==> config.mk <==
export PLATFORM = sky130hd
export DESIGN_NAME = bounded_deque_with_value_removal_unit_flat
export DESIGN_NICKNAME = d
export VERILOG_FILES = /design/src/rtl/bdq_pkg.sv /design/src/rtl/bdq_if.sv /design/src/rtl/bdq_ram.sv /design/src/rtl/bdq_ctrl.sv /design/src/rtl/bdq_dp.sv /design/src/rtl/bounded_deque_with_value_removal_unit.sv /design/src/flat_wrapper.sv
export SDC_FILE = /design/constraint.sdc
export NUM_CORES = 1
export LEC_CHECK = 0
export BUFFER_PORTS_ARGS = -buffer_cell sky130_fd_sc_hd__buf_2
export CORE_MARGIN = 2
export CORE_UTILIZATION = 50
export CTS_CLUSTER_SIZE = 24
export DETAILED_ROUTE_END_ITERATION = 12
export PLACE_DENSITY = 0.66
export SLEW_MARGIN = 10
export SYNTH_ARGS = -nofsm -noshare
export SYNTH_HDL_FRONTEND = slang
export SYNTH_SLANG_ARGS = --single-unit
==> constraint.sdc <==
create_clock -name clk_i -period 4.1 [get_ports clk_i]
set_input_delay 1.025 -clock clk_i [delete_from_list [all_inputs] [get_ports clk_i]]
set_output_delay 1.025 -clock clk_i [all_outputs]
set_load 0.01 [all_outputs]
==> src/rtl/bdq_pkg.sv <==
// Package for the bounded deque with value removal.
// Holds widths, opcodes, controller states and the controller/datapath structs.
// No dependencies.
`timescale 1ns / 1ps

package bdq_pkg;

  // Payload widths
  localparam int unsigned OP_W      = 3;
  localparam int unsigned VAL_W     = 32;
  localparam int unsigned LEN_W     = 5;
  localparam int unsigned DEPTH_DEF = 16;

  // Operation codes of an input transaction
  typedef enum logic [OP_W-1:0] {
    OP_PUSH_FRONT = 3'd0,
    OP_PUSH_BACK  = 3'd1,
    OP_DROP_FRONT = 3'd2,
    OP_DROP_BACK  = 3'd3,
    OP_REMOVE_EQ  = 3'd4
  } op_e;

  // Controller states
  typedef enum logic [2:0] {
    ST_IDLE,
    ST_DECODE,
    ST_SCAN_RD,
    ST_SCAN_CMP,
    ST_SHIFT_RD,
    ST_SHIFT_WR,
    ST_FINISH
  } state_e;

  // Commands from controller to datapath
  typedef struct packed {
    logic latch_in;
    logic push_front;
    logic push_back;
    logic drop_front;
    logic drop_back;
    logic fail;
    logic scan_start;
    logic scan_next;
    logic shift_read;
    logic shift_write;
    logic remove_commit;
    logic load_out;
  } cmd_t;

  // Status from datapath to controller
  typedef struct packed {
    op_e  op;
    logic empty;
    logic full;
    logic match;
    logic last;
    logic next_last;
    logic out_free;
  } status_t;

endpackage

==> src/rtl/bdq_if.sv <==
// Handshake interfaces for the input and result channels.
// Depends on bdq_pkg.
`timescale 1ns / 1ps

interface bdq_in_if import bdq_pkg::*; ();
  logic                    valid;
  logic                    ready;
  logic [OP_W-1:0]         opcode;
  logic signed [VAL_W-1:0] value;

  modport source (output valid, output opcode, output value, input ready);
  modport sink   (input valid, input opcode, input value, output ready);
endinterface

interface bdq_out_if import bdq_pkg::*; ();
  logic             valid;
  logic             ready;
  logic             ok;
  logic [LEN_W-1:0] length;

  modport source (output valid, output ok, output length, input ready);
  modport sink   (input valid, input ok, input length, output ready);
endinterface

==> src/rtl/bdq_ram.sv <==
// Generic single-write, single-read RAM with registered read data.
// No dependencies.
`timescale 1ns / 1ps

module bdq_ram #(
  parameter int unsigned WIDTH = 32,
  parameter int unsigned DEPTH = 16
) (
  input  logic                     clk_i,
  input  logic                     we_i,
  input  logic [$clog2(DEPTH)-1:0] waddr_i,
  input  logic [WIDTH-1:0]         wdata_i,
  input  logic [$clog2(DEPTH)-1:0] raddr_i,
  output logic [WIDTH-1:0]         rdata_o
);

  logic [WIDTH-1:0] mem [DEPTH];
  logic [WIDTH-1:0] rdata_q;

  always_ff @(posedge clk_i) begin
    if (we_i) begin
      mem[waddr_i] <= wdata_i;
    end
    rdata_q <= mem[raddr_i];
  end

  assign rdata_o = rdata_q;

endmodule

==> src/rtl/bdq_ctrl.sv <==
// Controller state machine: decodes the operation and sequences scan and shift.
// Depends on bdq_pkg; drives the datapath through cmd_t, reads status_t.
`timescale 1ns / 1ps

module bdq_ctrl import bdq_pkg::*; (
  input  logic    clk_i,
  input  logic    rst_ni,
  input  logic    in_valid_i,
  output logic    in_ready_o,
  input  status_t status_i,
  output cmd_t    cmd_o
);

  state_e state_q, state_d;

  always_ff @(posedge clk_i or negedge rst_ni) begin
    if (!rst_ni) begin
      state_q <= ST_IDLE;
    end else begin
      state_q <= state_d;
    end
  end

  // Next state
  always_comb begin
    state_d = state_q;
    case (state_q)
      ST_IDLE: begin
        if (in_valid_i) state_d = ST_DECODE;
      end
      ST_DECODE: begin
        if (status_i.op == OP_REMOVE_EQ && !status_i.empty) state_d = ST_SCAN_RD;
        else state_d = ST_FINISH;
      end
      ST_SCAN_RD: state_d = ST_SCAN_CMP;
      ST_SCAN_CMP: begin
        if (status_i.match && !status_i.last) state_d = ST_SHIFT_RD;
        else if (status_i.match || status_i.last) state_d = ST_FINISH;
        else state_d = ST_SCAN_RD;
      end
      ST_SHIFT_RD: state_d = ST_SHIFT_WR;
      ST_SHIFT_WR: begin
        if (status_i.next_last) state_d = ST_FINISH;
        else state_d = ST_SHIFT_RD;
      end
      ST_FINISH: begin
        if (status_i.out_free) state_d = ST_IDLE;
      end
      default: state_d = ST_IDLE;
    endcase
  end

  // Outputs
  always_comb begin
    cmd_o      = '0;
    in_ready_o = 1'b0;
    case (state_q)
      ST_IDLE: begin
        in_ready_o      = 1'b1;
        cmd_o.latch_in  = in_valid_i;
      end
      ST_DECODE: begin
        case (status_i.op)
          OP_PUSH_FRONT: begin
            cmd_o.push_front = !status_i.full;
            cmd_o.fail       = status_i.full;
          end
          OP_PUSH_BACK: begin
            cmd_o.push_back = !status_i.full;
            cmd_o.fail      = status_i.full;
          end
          OP_DROP_FRONT: begin
            cmd_o.drop_front = !status_i.empty;
            cmd_o.fail       = status_i.empty;
          end
          OP_DROP_BACK: begin
            cmd_o.drop_back = !status_i.empty;
            cmd_o.fail      = status_i.empty;
          end
          OP_REMOVE_EQ: begin
            cmd_o.scan_start = !status_i.empty;
            cmd_o.fail       = status_i.empty;
          end
          default: cmd_o.fail = 1'b1;
        endcase
      end
      ST_SCAN_CMP: begin
        if (status_i.match) begin
          // match at the back needs no shifting
          cmd_o.remove_commit = status_i.last;
        end else if (status_i.last) begin
          cmd_o.fail = 1'b1;
        end else begin
          cmd_o.scan_next = 1'b1;
        end
      end
      ST_SHIFT_RD: cmd_o.shift_read = 1'b1;
      ST_SHIFT_WR: begin
        cmd_o.shift_write   = 1'b1;
        cmd_o.remove_commit = status_i.next_last;
      end
      ST_FINISH: cmd_o.load_out = status_i.out_free;
      default: ;
    endcase
  end

`ifndef SYNTHESIS
  // Input only taken while idle
  a_accept_idle: assert property (@(posedge clk_i) disable iff (!rst_ni)
    cmd_o.latch_in |=> state_q == ST_DECODE)
    else $error("accepted transaction did not reach decode");

  // A finished result always returns to idle once the slot is free
  a_finish_exit: assert property (@(posedge clk_i) disable iff (!rst_ni)
    (state_q == ST_FINISH && status_i.out_free) |=> state_q == ST_IDLE)
    else $error("finish did not return to idle");

  // Shift writes only follow a shift read
  a_shift_order: assert property (@(posedge clk_i) disable iff (!rst_ni)
    state_q == ST_SHIFT_WR |-> $past(state_q) == ST_SHIFT_RD)
    else $error("shift write without preceding read");
`endif

endmodule

==> src/rtl/bdq_dp.sv <==
// Datapath: circular entry store in RAM, head and count, scan and shift
// pointers, and the result register. Depends on bdq_pkg and bdq_ram.
`timescale 1ns / 1ps

module bdq_dp import bdq_pkg::*; #(
  parameter int unsigned DEPTH = DEPTH_DEF
) (
  input  logic                    clk_i,
  input  logic                    rst_ni,
  input  logic [OP_W-1:0]         in_opcode_i,
  input  logic signed [VAL_W-1:0] in_value_i,
  input  cmd_t                    cmd_i,
  output status_t                 status_o,
  output logic                    out_valid_o,
  input  logic                    out_ready_i,
  output logic                    out_ok_o,
  output logic [LEN_W-1:0]        out_length_o
);

  localparam int unsigned AW = $clog2(DEPTH);
  localparam int unsigned CW = $clog2(DEPTH + 1);
  localparam logic [AW-1:0] LAST_IDX = AW'(DEPTH - 1);
  localparam logic [AW:0]   DEPTH_X  = (AW + 1)'(DEPTH);
  localparam logic [CW-1:0] DEPTH_C  = CW'(DEPTH);

  // Registers
  logic [AW-1:0]     head_q, head_d;
  logic [CW-1:0]     count_q, count_d;
  logic [AW-1:0]     ptr_q, ptr_d;
  logic [CW-1:0]     idx_q, idx_d;
  op_e               op_q;
  logic [VAL_W-1:0]  val_q;
  logic              ok_q;
  logic              out_valid_q;
  logic              res_ok_q;
  logic [LEN_W-1:0]  res_len_q;

  // Address arithmetic with wrap at DEPTH
  logic [AW-1:0]    head_inc, head_dec, ptr_inc, tail;
  logic [AW:0]      tail_sum;
  logic             we;
  logic [AW-1:0]    waddr, raddr;
  logic [VAL_W-1:0] wdata, rdata;
  logic             out_free;

  assign head_inc = (head_q == LAST_IDX) ? '0 : head_q + AW'(1);
  assign head_dec = (head_q == '0) ? LAST_IDX : head_q - AW'(1);
  assign ptr_inc  = (ptr_q == LAST_IDX) ? '0 : ptr_q + AW'(1);
  assign tail_sum = (AW + 1)'(head_q) + (AW + 1)'(count_q);
  assign tail     = (tail_sum >= DEPTH_X) ? AW'(tail_sum - DEPTH_X) : AW'(tail_sum);

  // RAM port selection
  assign we    = cmd_i.push_front | cmd_i.push_back | cmd_i.shift_write;
  assign waddr = cmd_i.push_front ? head_dec : (cmd_i.push_back ? tail : ptr_q);
  assign wdata = cmd_i.shift_write ? rdata : val_q;
  assign raddr = cmd_i.shift_read ? ptr_inc : ptr_q;

  bdq_ram #(
    .WIDTH (VAL_W),
    .DEPTH (DEPTH)
  ) u_ram (
    .clk_i   (clk_i),
    .we_i    (we),
    .waddr_i (waddr),
    .wdata_i (wdata),
    .raddr_i (raddr),
    .rdata_o (rdata)
  );

  // Head and count update
  always_comb begin
    head_d  = head_q;
    count_d = count_q;
    if (cmd_i.push_front) begin
      head_d  = head_dec;
      count_d = count_q + CW'(1);
    end
    if (cmd_i.push_back) count_d = count_q + CW'(1);
    if (cmd_i.drop_front) begin
      head_d  = head_inc;
      count_d = count_q - CW'(1);
    end
    if (cmd_i.drop_back || cmd_i.remove_commit) count_d = count_q - CW'(1);
  end

  always_ff @(posedge clk_i or negedge rst_ni) begin
    if (!rst_ni) begin
      head_q  <= '0;
      count_q <= '0;
    end else begin
      head_q  <= head_d;
      count_q <= count_d;
    end
  end

  // Scan/shift pointer and logical index
  always_comb begin
    ptr_d = ptr_q;
    idx_d = idx_q;
    if (cmd_i.scan_start) begin
      ptr_d = head_q;
      idx_d = '0;
    end else if (cmd_i.scan_next || cmd_i.shift_write) begin
      ptr_d = ptr_inc;
      idx_d = idx_q + CW'(1);
    end
  end

  // Payload registers
  always_ff @(posedge clk_i) begin
    ptr_q <= ptr_d;
    idx_q <= idx_d;
    if (cmd_i.latch_in) begin
      op_q  <= op_e'(in_opcode_i);
      val_q <= in_value_i;
    end
    if (cmd_i.fail) ok_q <= 1'b0;
    else if (cmd_i.push_front || cmd_i.push_back || cmd_i.drop_front ||
             cmd_i.drop_back || cmd_i.remove_commit) ok_q <= 1'b1;
    if (cmd_i.load_out) begin
      res_ok_q  <= ok_q;
      res_len_q <= LEN_W'(count_q);
    end
  end

  // Result register
  assign out_free = !out_valid_q || out_ready_i;

  always_ff @(posedge clk_i or negedge rst_ni) begin
    if (!rst_ni) begin
      out_valid_q <= 1'b0;
    end else if (cmd_i.load_out) begin
      out_valid_q <= 1'b1;
    end else if (out_ready_i) begin
      out_valid_q <= 1'b0;
    end
  end

  assign out_valid_o  = out_valid_q;
  assign out_ok_o     = res_ok_q;
  assign out_length_o = res_len_q;

  // Status
  assign status_o.op        = op_q;
  assign status_o.empty     = (count_q == '0);
  assign status_o.full      = (count_q == DEPTH_C);
  assign status_o.match     = (rdata == val_q);
  assign status_o.last      = ((CW + 1)'(idx_q) + (CW + 1)'(1) == (CW + 1)'(count_q));
  assign status_o.next_last = ((CW + 1)'(idx_q) + (CW + 1)'(2) == (CW + 1)'(count_q));
  assign status_o.out_free  = out_free;

`ifndef SYNTHESIS
  a_count_bound: assert property (@(posedge clk_i) disable iff (!rst_ni)
    count_q <= DEPTH_C)
    else $error("count exceeds depth");

  a_push_not_full: assert property (@(posedge clk_i) disable iff (!rst_ni)
    (cmd_i.push_front || cmd_i.push_back) |-> count_q != DEPTH_C)
    else $error("push into full store");

  a_push_count: assert property (@(posedge clk_i) disable iff (!rst_ni)
    (cmd_i.push_front || cmd_i.push_back) |=> count_q == $past(count_q) + CW'(1))
    else $error("push did not grow count");

  a_load_free: assert property (@(posedge clk_i) disable iff (!rst_ni)
    cmd_i.load_out |-> out_free)
    else $error("result loaded over a pending result");
`endif

endmodule

==> src/rtl/bounded_deque_with_value_removal_unit.sv <==
// Top level of the bounded deque with value removal.
// Depends on bdq_pkg, bdq_if, bdq_ctrl, bdq_dp (and bdq_ram below it).
//
//   channel  | dir | payload                          | handshake
//   in_i     | in  | opcode[2:0], value[31:0] signed  | valid/ready
//   out_o    | out | ok, length[4:0]                  | valid/ready
//
// Push and drop pass through accept, execute, and load the result register.
// Remove-by-value reads then compares each entry scanned, and reads then writes
// each entry shifted: the single-read-port RAM with registered read needs both.
// Reset clears count and head; stored entries are undefined until written.
// A result waits in the output register; finishing the next transaction stalls
// only while that register is still held.
`timescale 1ns / 1ps

module bounded_deque_with_value_removal_unit import bdq_pkg::*; #(
  parameter int unsigned DEPTH = DEPTH_DEF
) (
  input  logic      clk_i,
  input  logic      rst_ni,
  bdq_in_if.sink    in_i,
  bdq_out_if.source out_o
);

  cmd_t    cmd;
  status_t status;
  logic    in_ready;

  assign in_i.ready = in_ready;

  bdq_ctrl u_ctrl (
    .clk_i      (clk_i),
    .rst_ni     (rst_ni),
    .in_valid_i (in_i.valid),
    .in_ready_o (in_ready),
    .status_i   (status),
    .cmd_o      (cmd)
  );

  bdq_dp #(
    .DEPTH (DEPTH)
  ) u_dp (
    .clk_i        (clk_i),
    .rst_ni       (rst_ni),
    .in_opcode_i  (in_i.opcode),
    .in_value_i   (in_i.value),
    .cmd_i        (cmd),
    .status_o     (status),
    .out_valid_o  (out_o.valid),
    .out_ready_i  (out_o.ready),
    .out_ok_o     (out_o.ok),
    .out_length_o (out_o.length)
  );

endmodule
==> src/flat_wrapper.sv <==
// flat-port wrapper written by rule: the top's interface ports become plain ports
module bounded_deque_with_value_removal_unit_flat import bdq_pkg::*;
#(
  parameter int unsigned DEPTH = DEPTH_DEF
)
  (clk_i, rst_ni, in_i_valid, in_i_opcode, in_i_value, in_i_ready, out_o_valid, out_o_ok, out_o_length, out_o_ready);
  bdq_in_if in_i_i ();
  bdq_out_if out_o_i ();
  input  logic clk_i;
  input  logic rst_ni;
  input wire logic [$bits(in_i_i.valid)-1:0] in_i_valid;
  input wire logic [$bits(in_i_i.opcode)-1:0] in_i_opcode;
  input wire logic [$bits(in_i_i.value)-1:0] in_i_value;
  output wire logic [$bits(in_i_i.ready)-1:0] in_i_ready;
  output wire logic [$bits(out_o_i.valid)-1:0] out_o_valid;
  output wire logic [$bits(out_o_i.ok)-1:0] out_o_ok;
  output wire logic [$bits(out_o_i.length)-1:0] out_o_length;
  input wire logic [$bits(out_o_i.ready)-1:0] out_o_ready;
  assign in_i_i.valid = in_i_valid;
  assign in_i_i.opcode = in_i_opcode;
  assign in_i_i.value = in_i_value;
  assign in_i_ready = in_i_i.ready;
  assign out_o_valid = out_o_i.valid;
  assign out_o_ok = out_o_i.ok;
  assign out_o_length = out_o_i.length;
  assign out_o_i.ready = out_o_ready;
  bounded_deque_with_value_removal_unit #(.DEPTH(DEPTH)) u_core (.clk_i(clk_i), .rst_ni(rst_ni), .in_i(in_i_i), .out_o(out_o_i));
endmodule
# Word-level counts from Yosys, hierarchy flattened
# Memory sizes are Yosys's and may differ from the RTL's. A register that Yosys moved wholly into a read port is not among the register bits.
# Cells that the tools add are included.
[totals] reg_bits=64 ram_bits=512 in_bits=39 out_inout_bits=8 word_cells=116 mem_count=1
[op_classes] addsub=10 n_mux=48 n_eq_ne=18 n_bitwise=2 n_reduce_logical=25 order_cmp=1
[mem_list] memory="u_core.u_dp.u_ram.mem" depth=16 word_bits=32 rd=1 rd_clocked_by_memory_dff=1 write_ports=1 line="bdq_ram.sv:17" source="logic [WIDTH-1:0] mem [DEPTH];"
[op_table] cell="4-bit two-way mux" n=12
[op_table] cell="32-bit equality test" n=1
[op_table] cell="32-bit two-way mux" n=1
[op_table] cell="1-bit two-way mux" n=21
[op_table] cell="3-bit one-hot mux with 7 select lines" n=1
[op_table] cell="5-bit two-way mux" n=4
[op_table] cell="3-bit two-way mux" n=5
[op_table] cell="3-bit by 2-bit equality test with 1-bit output (second input constant)" n=4
[op_table] cell="3-bit equality test (second input constant)" n=4
[op_table] cell="6-bit by 5-bit equality test with 1-bit output" n=2
[op_table] cell="5-bit by 1-bit adder with 5-bit output (second input constant)" n=2
[op_table] cell="4-bit by 1-bit adder with 4-bit output (second input constant)" n=2
[op_table] cell="4-bit equality test (second input constant)" n=2
[op_table] cell="1-bit logical OR" n=8
[op_table] cell="4-bit by 1-bit subtractor with 4-bit output (second input constant)" n=2
[op_table] cell="5-bit by 1-bit adder with 6-bit output (second input constant)" n=1
[op_table] cell="5-bit by 2-bit adder with 6-bit output (second input constant)" n=1
[op_table] cell="3-bit by 1-bit equality test with 1-bit output (second input constant)" n=2
[op_table] cell="3-bit logical NOT" n=2
[op_table] cell="1-bit one-hot mux with 2 select lines" n=3
[op_table] cell="2-bit nonzero test" n=3
[op_table] cell="4-bit by 5-bit adder with 5-bit output" n=1
[op_table] cell="5-bit equality test (second input constant)" n=1
[op_table] cell="5-bit greater-or-equal comparator (second input constant)" n=1
[op_table] cell="other kinds (12)" n=18

# Logic depth before layout (Yosys ltp)
# Gate-level depths: netlist (run 1).
[logic_depth] word_depth=8 mapped_depth=10 ltp_nobuf=9

# Modules after synthesis
# Synthesis (run 1) repeated with hierarchy kept, for this count alone.
[unflattened] hier_cells=1172 area_unflattened_um2=23700.2
[modules_own_cells] module="bdq_ram" cells_per_inst=838 instances=1 seq_area_each_um2=16015.4 area_per_inst_um2=19835.3
[modules_own_cells] module="bdq_dp" cells_per_inst=288 instances=1 seq_area_each_um2=1721.7 area_per_inst_um2=3523.4
[modules_own_cells] module="bdq_ctrl" cells_per_inst=46 instances=1 seq_area_each_um2=75.1 area_per_inst_um2=341.6

# Worst setup path after synthesis (run 1)
# No wires, ideal clock.
[synth_timing] path_kind="register to register" from="register u_core.u_ctrl.state_q[2]" to="memory u_core.u_dp.u_ram.mem[7][0] (enable)" path_buffers=2 setup_slack_ns=0.357 t_required_ns=3.679 period_less_slack_ns=3.743 stages_incl_launch_ff=9 t_arrival_ns=3.322 setup_time_ns=0.421 path_cell_list="dfrtp_1 clkbuf_1 or3b_1 nor3_2 nand2_1 clkbuf_1 o21ai_0 nand2_1 nor2_1"
[synth_between] elab_chain_len=6 word_cells_on_any_way=10 classes_between="eq/ne: 2; mux: 6; bitwise: 2"
[synth_rtl] element="start: declaration" line="bdq_ctrl.sv:14" source="state_e state_q, state_d;"
[synth_rtl] element="start signal: assignment" line="bdq_ctrl.sv:20" source="state_q <= state_d;"
[synth_rtl] element="3-bit by 1-bit equality test with 1-bit output" line="bdq_ctrl.sv:57" source="case (state_q)"
[synth_rtl] element="4-bit two-way mux" line="bdq_ctrl.sv:57"
[synth_rtl] element="1-bit bitwise OR (2 in series)" line="bdq_dp.sv:53" source="assign we = cmd_i.push_front | cmd_i.push_back | cmd_i.shift_write;"
[synth_rtl] element="1-bit two-way mux" line="bdq_ram.sv:21" source="if (we_i) begin"
[synth_rtl] element="1-bit two-way mux (implied by the code)" line="bdq_ram.sv:22" source="mem[waddr_i] <= wdata_i;"
[synth_rtl] element="end: declaration" line="bdq_ram.sv:17"
# Several ways; a longest one is shown, not always the timed one.

# Worst setup path in the final report (run 1)
[layout_timing] from="register u_core.u_ctrl.state_q[0]" to="memory u_core.u_dp.u_ram.mem[7][9] (enable)"
# The elaborated chain is that of the path after synthesis.

==> results.rst, run 1 <==
.. list-table::
   :header-rows: 1

   * - Metric
     - Value
   * - Post-synth ARST share
     - ~2.1%
   * - Residual DRC count
     - 3
   * - Filler instances
     - approximately 3500
   * - Clock buffer count from CTS
     - 59
   * - Worst Path Arrival
     - ~3.7 ns
   * - Tmin final
     - 3.42 ns
   * - Unrepaired setup endpoints after global routing
     - false
   * - Main area contributors after synthesis
     - edfxtp_1, mux4_2, dfxtp_1
   * - Register bit total from synthesis
     - 608
   * - Number of buffers inserted by port buffering
     - 46
   * - Effective utilization at floorplan
     - 50.8%
   * - Die height
     - 222 um
   * - Clock latency reported for the late side of the worst-skew pair
     - 0.62 ns
   * - First-pass iteration count of the detailed router
     - 9
   * - Count of unique library cells instantiated by Yosys
     - 63
   * - Part of the Yosys area used for sequential elements
     - between 70% and 80%
   * - Final-layout setup total negative slack
     - 0 ns
   * - Area growth from synthesis to layout
     - 13.8%
   * - Worst hold slack across all endpoints
     - about 0.3 ns
   * - Wire length of the first global-routing pass
     - 78000 um
   * - Post-CTS setup buffers
     - 0
   * - Final Max Slew Viols
     - 0
   * - Tcrit/Tclk final
     - 83.3%
   * - Hold crit path type
     - in2async
   * - Number of nets at the end of the flow
     - 1327
   * - Worst-case register-to-register setup slack
     - around 0.7 ns
   * - Die outline area
     - 49100 um^2
   * - Buffer cell driving the clock tree root
     - clkbuf_16
   * - Number of violations of the max-capacitance limit
     - 0
   * - Maximum number of pins on one net before global-route repair
     - 47
   * - Total I/O pin count
     - 47
   * - Global-route usage over all layers
     - 21.7%
   * - Cell class contributing the biggest share of worst-path delay
     - simple AND/OR/NAND/NOR gates
   * - Via count of the routed design
     - 11700
   * - Worst flop-to-flop path endpoint
     - u_core.u_dp.u_ram.mem[7][9]$_DFFE_PP_
   * - Violations in the final reports
     - design-rule violations
   * - CTS Sinks
     - 608
   * - Detailed Route Iter0 Violations
     - 1304
   * - Reg2Reg Depth
     - 7
   * - Static Leak
     - 0.00884 uW
   * - Share of cells above drive strength 1
     - 27.4%
   * - Number of gates resized after CTS
     - 0
   * - Crit start category
     - flop
   * - Total wire length
     - 52600 um
   * - VDD IR max
     - 0.417 mV
   * - Synth Warn #
     - 0
   * - Post-synth EDFFs
     - 557
   * - Post-synth top area share
     - roughly 71%
   * - Via count of the first global-routing pass
     - 12000
   * - Total grt overflow
     - 0
   * - Achievable clock frequency
     - 0.293 GHz
   * - Gp weighted congestion
     - 0.776
   * - Bufs on Longest Clock Path
     - 3
   * - Main flop type after synthesis
     - edfxtp_1
   * - Critical path type
     - reg2reg
   * - ANT nets after route
     - 0
   * - Clock tree from TritonCTS
     - yes
   * - Final setup violation count
     - 0
   * - Register clock-pin slew on the reported worst setup and hold paths
     - 0.06 ns
   * - Die boundary width
     - around 220 um
   * - Clock skew after layout
     - 0.0191 ns
   * - Average wire per standard cell
     - 27.2 um
   * - Total placed cells including tap cells
     - 1822
   * - CP cell instances
     - or3b_1, nor3_2, nand2_1, o21ai_0, nand2_1, nor2_4, buf_12
   * - WP buf/inv
     - 1
   * - Number of H-tree branching levels
     - 2
   * - Worst max-slew margin expressed relative to the limit
     - around 26%
   * - Cells after synthesis
     - 1183
   * - Slew of the pin with the lowest slew margin
     - around 1.1 ns
   * - Most frequent cell on the critical path
     - nand2_1
   * - Slowest Stage Delay on Critical Path
     - roughly 0.54 ns
   * - Largest fanout of any net on the critical path
     - 14
   * - Capturing element type of the critical path
     - flop
   * - # hold bufs at CTS
     - 0
   * - Top cells by instance count after synthesis
     - edfxtp_1, mux4_2, nand2_1
   * - Number of gates on the worst path with buffers counted
     - 7
   * - # diodes
     - 0
   * - Syn Nets
     - 1234
   * - Drt via density
     - 6.04
   * - Estimated wirelength of the detail-placed design
     - 29200 um
   * - Placeable Area
     - about 47000 um^2
   * - Result of the run
     - finished with violations
   * - Most common cell in the netlist
     - edfxtp_1
   * - Cell with the biggest individual delay on the critical path
     - dfrtp_1
   * - Cell Area, Synth
     - about 24000 um^2
   * - Library cell occupying the most area in the post-synthesis netlist
     - edfxtp_1
   * - Post-Syn Area per Cell
     - 20.0 um^2
   * - Power per cell area
     - 766 nW/um^2
   * - Core Rows
     - 79
   * - Required time of the critical path
     - 4.41 ns
   * - Final hold violations
     - 0
   * - Number of antenna violations at the first check in global routing
     - 1
   * - Worst reg2reg path startpoint
     - u_core.u_ctrl.state_q[0]$_DFFE_PN0P_
   * - Cell Count, Final, Fillers Out
     - 1931
## worst register-to-register path, cell delays in order (launching register included)
cell and delay [ns]:
dfrtp_1 0.54, or3b_1 0.49, nor3_2 0.31, nand2_1 0.37, o21ai_0 0.38, nand2_1 0.30, nor2_4 0.47, buf_12 0.24
## cells by family after synthesis
group / count (synthesis) / share of synthesized area (%)
muxes: 173 / 14.3
buffers and inverters: 65 / 1.31
adders and majority gates: 12 / 0.666
and+or+nand+nor: 179 / 3.45
AOI/OAI and AO/OA: 94 / 3.16
DFF: 608 / 75.2
xor gates and xnor gates: 52 / 1.92
## routing by layer
layer	part of all wire (%)	vias to the layer above	track usage [%]
li1	-	5043	-
met1	42	6129	29.6
met2	49	398	36.0
met3	6.3	94	3.62
met4	2.8	0	7.06
met5	0	-	0
## cells in the final DEF, fill, tap and decap left out, types with 5 or more instances in the layout
cell type,synthesis,final
edfxtp_1,557,557
mux4_2,128,128
nand2_1,96,96
clkbuf_16,0,59
buf_2,11,46
xor2_1,41,41
dfxtp_1,38,38
mux2_2,35,35
a222oi_1,32,32
buf_4,4,25
buf_12,0,18
clkbuf_1,35,17
nor2_4,0,16
nor2_1,31,15
dfrtp_1,13,13
o21ai_0,12,12
xnor2_1,11,11
a21oi_1,11,11
ha_1,11,11
clkinv_1,0,10
clkinv_2,0,10
nand2b_1,9,9
nand3_1,8,8
inv_1,8,8
nor4_1,8,8
mux2i_1,9,7
o211ai_1,5,5
## through the flow
stage	utilization [%]	setup slack, ns	total power [uW]	area (um^2)
2_1_floorplan	-	0.357	13400	23700
3_3_place_gp	53.8	0.811	15500	25100
3_5_place_dp	53.8	0.712	15600	25100
4_1_cts	57.8	0.687	20800	26900
5_1_grt	57.8	0.384	21500	26900
6_report	57.8	0.685	20600	26900
## flip-flops by register name, indices dropped and copies added, names as in the netlist
register	flops
u_core.u_dp.out_length_o	5
u_core.u_dp.op_q	3
u_core.u_dp.out_valid_o	1
u_core.u_dp.head_q	4
u_core.u_dp.u_ram.mem	512
u_core.u_dp.count_q	5
u_core.u_dp.idx_q	5
u_core.u_dp.val_q	32
u_core.u_ctrl.state_q	3
u_core.u_dp.ptr_q	4
u_core.u_dp.ok_q	1
u_core.u_dp.u_ram.rdata_o	32
u_core.u_dp.out_ok_o	1
## final cells by class
cell class              instances  area [um^2]  share of cell area, %
clock buffers                  80         1600                   5.92
flip-flops and latches        608        17800                   66.1
repair buffers                 89          778                   2.89
multi-input cells             510         5730                   21.3
well taps                     607          759                   2.82
inverters                       8         30.0                  0.111
clock inverters                29          240                  0.892
## report_power, final
group	switching (uW)	internal (uW)	total [uW]
clock network	2250	2920	5160
registers	492	8090	8580
logic	3880	3010	6880
total	6620	14000	20600
## how the worst max path moves through the flow
stage | startpoint | to
CTS | u_core.u_ctrl.state_q[0]$_DFFE_PN0P_ | u_core.u_dp.u_ram.mem[7][9]$_DFFE_PP_
global placement | u_core.u_ctrl.state_q[0]$_DFFE_PN0P_ | u_core.u_dp.u_ram.mem[11][12]$_DFFE_PP_
detailed placement | u_core.u_ctrl.state_q[0]$_DFFE_PN0P_ | u_core.u_dp.u_ram.mem[11][8]$_DFFE_PP_
global route | u_core.u_ctrl.state_q[0]$_DFFE_PN0P_ | u_core.u_dp.u_ram.mem[11][6]$_DFFE_PP_
finish | u_core.u_ctrl.state_q[0]$_DFFE_PN0P_ | u_core.u_dp.u_ram.mem[7][9]$_DFFE_PP_
floorplan | u_core.u_ctrl.state_q[2]$_DFFE_PN0P_ | u_core.u_dp.u_ram.mem[7][0]$_DFFE_PP_
(Power assumes the default switching activity.)
==> inputs of run 2 (changes only) <==
clock period = 3.25 ns   (was 4.1 ns; I/O delays follow)
==> run 2 against run 1 <==
Effect of this change: the run still ends with design-rule violations left; core utilization is 1.1 points higher; register-to-register slack worse by 0.44 ns; design area is 1.9% higher; largest cell class unchanged.
==> results.rst, run 2 (same netlist as run 1, synthesis figures left out) <==
.. list-table::
   :header-rows: 1

   * - Metric
     - Value
   * - ANT nets after route
     - 0 (unchanged)
   * - Final setup violation count
     - 0 (unchanged)
   * - Area growth from synthesis to layout
     - 16.0%
   * - Crit start category
     - flop
   * - Tcrit/Tclk final
     - 92.5% (+9.2 points)
   * - Hold crit path type
     - in2async
   * - Tmin final
     - 3.01 ns (-0.408 ns)
   * - Power Internal
     - 18500 uW (+32%)
   * - Wire length of the first global-routing pass
     - 77900 um (-0.13%)
   * - Largest fanout of any net on the critical path
     - 25 (+11)
   * - Post-CTS setup buffers
     - 0 (unchanged)
   * - Global-route usage over all layers
     - 21.6% (-0.090 points)
   * - Buffer cell driving the clock tree root
     - clkbuf_16
   * - Post-layout power
     - 27000 uW (+31%)
   * - Register clock-pin slew on the reported worst setup and hold paths
     - 0.06 ns (about the same)
   * - Total placed cells including tap cells
     - 1842 (+1.1%)
   * - Clock tree from TritonCTS
     - yes
   * - Worst-case setup margin in the final layout
     - 0.243 ns (-0.442 ns)
   * - # hold bufs at CTS
     - 0 (unchanged)
   * - Total I/O pin count
     - 47 (unchanged)
   * - Result of the run
     - finished with violations
   * - Number of gates resized after CTS
     - 0 (unchanged)
   * - Placeable Area
     - 46700 um^2 (unchanged)
   * - Area used by sequential logic in the layout
     - 17800 um^2 (unchanged)
   * - Die outline area
     - 49100 um^2 (unchanged)
   * - Leading cell type in the layout, fill and taps excluded
     - edfxtp_1
   * - Largest register FFs
     - 512 (unchanged)
   * - Detailed Route Iter0 Violations
     - 1477 (+13%)
   * - Via count of the routed design
     - 11900 (+2.0%)
   * - Cell area reported after detailed placement
     - 25400 um^2 (+1.2%)
   * - Number of antenna violations at the first check in global routing
     - 0 (-1)
   * - Total wire length
     - 52000 um (-1.2%)
   * - Number of nets at the end of the flow
     - 1348 (+1.6%)
   * - Bufs on Longest Clock Path
     - 3 (unchanged)
   * - Cell Count, Final, Fillers Out
     - 1956 (+1.3%)
   * - Largest Register
     - u_core.u_dp.u_ram.mem
   * - Number of H-tree branching levels
     - 2 (unchanged)
   * - Metal3 WL
     - 3430 um (+3.7%)
   * - Average wire per standard cell
     - 26.6 um (-2.4%)
   * - Combinational cell fraction of total power
     - 33.5% (about the same)
   * - Static Leak
     - 0.00910 uW (+2.9%)
   * - Residual DRC count
     - 2 (-1)
   * - Worst Path Arrival
     - 3.50 ns (-0.23 ns)
   * - Clock power frac
     - 26.7% (+1.7 points)
   * - Filler instances
     - 3393 (-2.4%)
   * - Met2 Routed Length
     - 25200 um (-2.7%)
   * - Effective utilization at floorplan
     - 50.8% (unchanged)
   * - Number of buffers inserted by port buffering
     - 46 (unchanged)
   * - Power dissipated by switching net loads
     - 8500 uW (+28%)
   * - Number of violations of the max-capacitance limit
     - 0 (unchanged)
   * - Sequential fraction of design power
     - 39.8% (-1.8 points)
   * - Clock buffer count from CTS
     - 60 (+1.7%)
   * - Final Max Slew Viols
     - 0 (unchanged)
   * - Capturing element type of the critical path
     - flop
   * - Die height
     - 222 um (unchanged)
   * - Maximum number of pins on one net before global-route repair
     - 57 (+21%)
   * - Uppermost layer routed
     - met4
   * - Combined area of the multi-input logic cells
     - 5730 um^2 (unchanged)
   * - CTS Sinks
     - 608 (unchanged)
   * - Unrepaired setup endpoints after global routing
     - false
   * - Clock skew after layout
     - 0.0205 ns (+0.00143 ns)
   * - Slew of the pin with the lowest slew margin
     - 0.978 ns (-0.116 ns)
   * - Core Rows
     - 79 (unchanged)
   * - Total grt overflow
     - 0 (unchanged)
   * - Non-Filler Cell Area, Final
     - 27500 um^2 (+1.9%)
   * - Drt via density
     - 6.08 (+0.70%)
   * - # diodes
     - 0 (unchanged)
   * - Worst hold slack across all endpoints
     - 0.0901 ns (-0.218 ns)
   * - Gp weighted congestion
     - 0.799 (+3.0%)
   * - Worst max-slew margin expressed relative to the limit
     - 34.6% (+9.0 points)
   * - Power per cell area
     - 983 nW/um^2 (+28%)
   * - Achievable clock frequency
     - 0.333 GHz (+14%)
   * - VDD IR max
     - 0.576 mV (+38%)
   * - Worst-case setup slack after placement
     - 0.221 ns (-0.491 ns)
   * - Critical path type
     - reg2reg
   * - Most used cells in the layout excluding fill and tap cells
     - edfxtp_1, mux4_2, nand2_1
   * - Via count of the first global-routing pass
     - 12100 (+0.67%)
   * - Switching part of the total
     - 31.5% (-0.57 points)
   * - First-pass iteration count of the detailed router
     - 9 (unchanged)
   * - Die boundary width
     - 222 um (unchanged)
   * - Violations in the final reports
     - design-rule violations
   * - Final hold violations
     - 0 (unchanged)
   * - Clock latency reported for the late side of the worst-skew pair
     - 0.63 ns (about the same)
   * - Share of cells above drive strength 1
     - 29.4% (+2.0 points)
   * - Total routed wire length on the met1 layer
     - 21700 um (-0.41%)
   * - Required time of the critical path
     - 3.75 ns (-0.66 ns)
   * - Estimated wirelength of the detail-placed design
     - 31200 um (+6.9%)
-- run 2: final cells by class --
type,count,share of cell area (%)
Clock buffer,77,5.85
Clock inverter,37,1.64
Inverter,8,0.109
Multi-Input combinational cell,510,20.9
Sequential cell,608,64.9
Tap cell,607,2.77
Timing Repair Buffer,109,3.93
-- run 2: per-stage QoR --
| stage | setup TNS, ns | util [%] |
|---|---|---|
| after floorplan | -201.21 | - |
| after global placement | 0 | 54.5 |
| after detailed placement | 0 | 54.5 |
| after CTS | 0 | 58.9 |
| after global routing | 0 | 58.9 |
| final | 0 | 58.9 |
-- run 2: worst max-delay path, cell delays in order, from the launching register on --
cell	delay (ns)
dfrtp_1	0.51
nor3b_4	0.41
mux2i_4	0.37
buf_12	0.28
buf_12	0.22
mux4_2	0.54
a222oi_1	0.39
nand2_1	0.11
-- run 2: power groups by stage --
stage | logic, uW | registers (uW) | clock network, uW
floorplan | 6260 | 10700 | 0
global placement | 9010 | 10900 | 0
detailed placement | 9120 | 10900 | 0
CTS | 9160 | 10700 | 7340
global route | 9790 | 10800 | 7600
finish | 9040 | 10700 | 7200
-- run 2: worst paths after layout --
| check | start | endpoint | slack, ns | cells after the start |
|---|---|---|---|---|
| min in group clk_i | in_i_value[4] | u_core.u_dp.val_q[4]$_DFFE_PP_ | 0.36 | 1 |
| max in group asynchronous | rst_ni | u_core.u_dp.count_q[2]$_DFFE_PN0P_ | 2.90 | 1 |
| worst min register to register | u_core.u_dp.ok_q$_SDFFE_PP0P_ | u_core.u_dp.out_ok_o$_DFFE_PP_ | 0.45 | 0 |
| worst max register to register | u_core.u_ctrl.state_q[2]$_DFFE_PN0P_ | u_core.u_dp.u_ram.rdata_o[15]$_DFF_P_ | 0.24 | 7 |
| worst max-delay path | u_core.u_ctrl.state_q[2]$_DFFE_PN0P_ | u_core.u_dp.u_ram.rdata_o[15]$_DFF_P_ | 0.24 | 7 |
| worst min-delay path | rst_ni | u_core.u_ctrl.state_q[2]$_DFFE_PN0P_ | 0.09 | 1 |
-- run 2: per-layer routing --
| layer | track usage (%) | vias up |
|---|---|---|
| met5 | 0 | - |
| met3 | 3.22 | 98 |
| li1 | - | 5099 |
| met2 | 34.8 | 449 |
| met1 | 30.2 | 6252 |
| met4 | 8.00 | 0 |
==> inputs of run 3 (changes only) <==
CTS_BUF_LIST = sky130_fd_sc_hd__clkbuf_4 sky130_fd_sc_hd__clkbuf_8   (was default)
HOLD_SLACK_MARGIN = 0.15   (was default)
SLEW_MARGIN = 0   (was 10)
==> run 3 against run 2 <==
Effect of this change: the run still ends with design-rule violations left; total power down 2.4%; maximum frequency increased by 0.73%; setup slack better by 0.022 ns; largest power group unchanged.
==> results.rst, run 3 (same netlist as run 1, synthesis figures left out) <==
.. list-table::
   :header-rows: 1

   * - Metric
     - Value
   * - CP startpoint
     - u_core.u_ctrl.state_q[2]$_DFFE_PN0P_
   * - Clock tree from TritonCTS
     - yes
   * - Tcrit/Tclk final
     - 91.8% (-0.67 points)
   * - Total I/O pin count
     - 47 (unchanged)
   * - Cell with the biggest individual delay on the critical path
     - mux4_2
   * - Wire length of the first global-routing pass
     - 78500 um (+0.73%)
   * - Most used cells in the layout excluding fill and tap cells
     - edfxtp_1, mux4_2, clkbuf_8
   * - Crit start category
     - flop
   * - WP buf/inv
     - 2 (unchanged)
   * - Final hold violations
     - 0 (unchanged)
   * - Post-CTS setup buffers
     - 0 (unchanged)
   * - Clock buffer count from CTS
     - 95 (+58%)
   * - Bufs on Longest Clock Path
     - 3 (unchanged)
   * - Buffer cell driving the clock tree root
     - clkbuf_8
   * - Die boundary width
     - 222 um (unchanged)
   * - Worst-case setup margin in the final layout
     - 0.265 ns (+0.0218 ns)
   * - Average wire per standard cell
     - 25.7 um (-3.1%)
   * - Slew of the pin with the lowest slew margin
     - 0.975 ns (-0.00246 ns)
   * - CTS Sinks
     - 608 (unchanged)
   * - Via count of the first global-routing pass
     - 12300 (+1.9%)
   * - Drt via density
     - 5.95 (-2.1%)
   * - Worst-case register-to-register setup slack
     - 0.26 ns (+0.02 ns)
   * - Worst setup endpoint
     - u_core.u_dp.u_ram.rdata_o[15]$_DFF_P_
   * - Largest fanout of any net on the critical path
     - 25 (unchanged)
   * - Worst reg2reg path startpoint
     - u_core.u_ctrl.state_q[2]$_DFFE_PN0P_
   * - Unrepaired setup endpoints after global routing
     - false
   * - Critical path type
     - reg2reg
   * - # hold bufs at CTS
     - 1 (+1)
   * - Filler instances
     - 3437 (+1.3%)
   * - Required time of the critical path
     - 3.78 ns (+0.03 ns)
   * - Capturing element type of the critical path
     - flop
   * - Power per cell area
     - 961 nW/um^2 (-2.2%)
   * - Worst Path Arrival
     - 3.51 ns (about the same)
   * - Worst-case setup slack after placement
     - 0.221 ns (unchanged)
   * - Number of nets at the end of the flow
     - 1384 (+2.7%)
   * - Worst max-slew margin expressed relative to the limit
     - 34.7% (+0.16 points)
   * - Largest Register
     - u_core.u_dp.u_ram.mem
   * - Share of cells above drive strength 1
     - 32.9% (+3.5 points)
   * - Number of gates resized after CTS
     - 0 (unchanged)
   * - ANT nets after route
     - 0 (unchanged)
   * - Reg2Reg Depth
     - 7 (unchanged)
   * - Total grt overflow
     - 0 (unchanged)
   * - Achievable clock frequency
     - 0.335 GHz (+0.73%)
   * - Leading cell type in the layout, fill and taps excluded
     - edfxtp_1
   * - Worst flop-to-flop path endpoint
     - u_core.u_dp.u_ram.rdata_o[15]$_DFF_P_
   * - Number of gates on the worst path with buffers counted
     - 7 (unchanged)
   * - Final setup violation count
     - 0 (unchanged)
   * - Number of antenna violations at the first check in global routing
     - 0 (unchanged)
   * - Violations in the final reports
     - design-rule violations
   * - # diodes
     - 0 (unchanged)
   * - CP cell instances
     - nor3b_4, mux2i_4, buf_12, buf_12, mux4_2, a222oi_1, nand2_1
   * - Maximum number of pins on one net before global-route repair
     - 57 (unchanged)
   * - Tmin final
     - 2.99 ns (-0.0218 ns)
   * - Final-layout setup total negative slack
     - 0 ns (unchanged)
   * - Placeable Area
     - 46700 um^2 (unchanged)
   * - Cell class contributing the biggest share of worst-path delay
     - multiplexers
   * - Number of violations of the max-capacitance limit
     - 0 (unchanged)
   * - Number of H-tree branching levels
     - 3 (+1)
   * - Die outline area
     - 49100 um^2 (unchanged)
   * - Number of buffers inserted by port buffering
     - 46 (unchanged)
   * - Via count of the routed design
     - 12000 (+1.2%)
   * - Core Rows
     - 79 (unchanged)
   * - Total wire length
     - 52000 um (+0.17%)
   * - Final Max Slew Viols
     - 0 (unchanged)
   * - Detailed Route Iter0 Violations
     - 1296 (-12%)
   * - Global-route usage over all layers
     - 21.7% (+0.13 points)
   * - Static Leak
     - 0.00916 uW (+0.63%)
   * - Result of the run
     - finished with violations
   * - Slowest Stage Delay on Critical Path
     - 0.54 ns (about the same)
   * - Origin of the worst min-delay path
     - in_i_value[26]
   * - Hold crit path type
     - in2reg
   * - Largest register FFs
     - 512 (unchanged)
   * - Worst hold slack across all endpoints
     - 0.318 ns (+0.228 ns)
   * - Die height
     - 222 um (unchanged)
   * - VDD IR max
     - 0.559 mV (-2.8%)
   * - Most frequent cell on the critical path
     - buf_12
   * - Gp weighted congestion
     - 0.799 (unchanged)
   * - Area growth from synthesis to layout
     - 15.8%
   * - Estimated wirelength of the detail-placed design
     - 31200 um (unchanged)
   * - Residual DRC count
     - 2 (unchanged)
   * - First-pass iteration count of the detailed router
     - 11 (+2)
   * - Clock latency reported for the late side of the worst-skew pair
     - 0.67 ns (+0.04 ns)
   * - Clock skew after layout
     - 0.0244 ns (+0.00383 ns)
   * - Register clock-pin slew on the reported worst setup and hold paths
     - 0.07 ns (about the same)
   * - Effective utilization at floorplan
     - 50.8% (unchanged)
==> run 3: how the worst min path moves through the flow <==
stage	endpoint	cells past startpoint
2_1_floorplan	u_core.u_dp.out_ok_o$_DFFE_PP_	0
3_3_place_gp	u_core.u_dp.out_ok_o$_DFFE_PP_	0
3_5_place_dp	u_core.u_dp.out_ok_o$_DFFE_PP_	0
4_1_cts	u_core.u_dp.val_q[26]$_DFFE_PP_	1
5_1_grt	u_core.u_dp.val_q[26]$_DFFE_PP_	1
6_report	u_core.u_dp.val_q[26]$_DFFE_PP_	1
==> run 3: through the flow <==
step                cells  cell area [um^2]  total power, uW  util (%)
floorplan            1183             23700            16900         -
global placement     1842             25400            19900      54.5
detailed placement   1842             25400            20000      54.5
CTS                  2022             27400            26600      58.8
global route         2022             27400            27600      58.8
finish               2022             27400            26300      58.8
==> run 3: worst register-to-register path, stage by stage, from the launching register on <==
cell      delay [ns]
dfrtp_1         0.51
nor3b_4         0.41
mux2i_4         0.37
buf_12          0.27
buf_12          0.26
mux4_2          0.55
a222oi_1        0.36
nand2_1         0.10
==> run 3: area by class of cell <==
cell class	instances	area [um^2]	share of cell area (%)
clock buffer	149	1810	6.59
clock inverter	30	190	0.694
inverter	8	30.0	0.110
multi-input combinational	510	5730	20.9
sequential	608	17800	65.0
tap	607	759	2.77
timing repair buffer	110	1090	3.97
==> run 3: where the power goes <==
part | leakage [uW] | switching, uW | internal [uW]
registers | 0.00550 | 545 | 10200
logic | 0.00259 | 5010 | 4000
clock network | 0.00106 | 2900 | 3690
total | 0.00916 | 8460 | 17900
==> run 3: routing by layer <==
metal,vias up,share of wire [%],wire length [um],track usage (%)
met3,83,6.9,3570,4.25
met2,469,49,25700,35.4
met5,-,0,0,0
met4,0,2.1,1070,5.95
li1,5180,-,-,-
met1,6304,42,21800,30.3
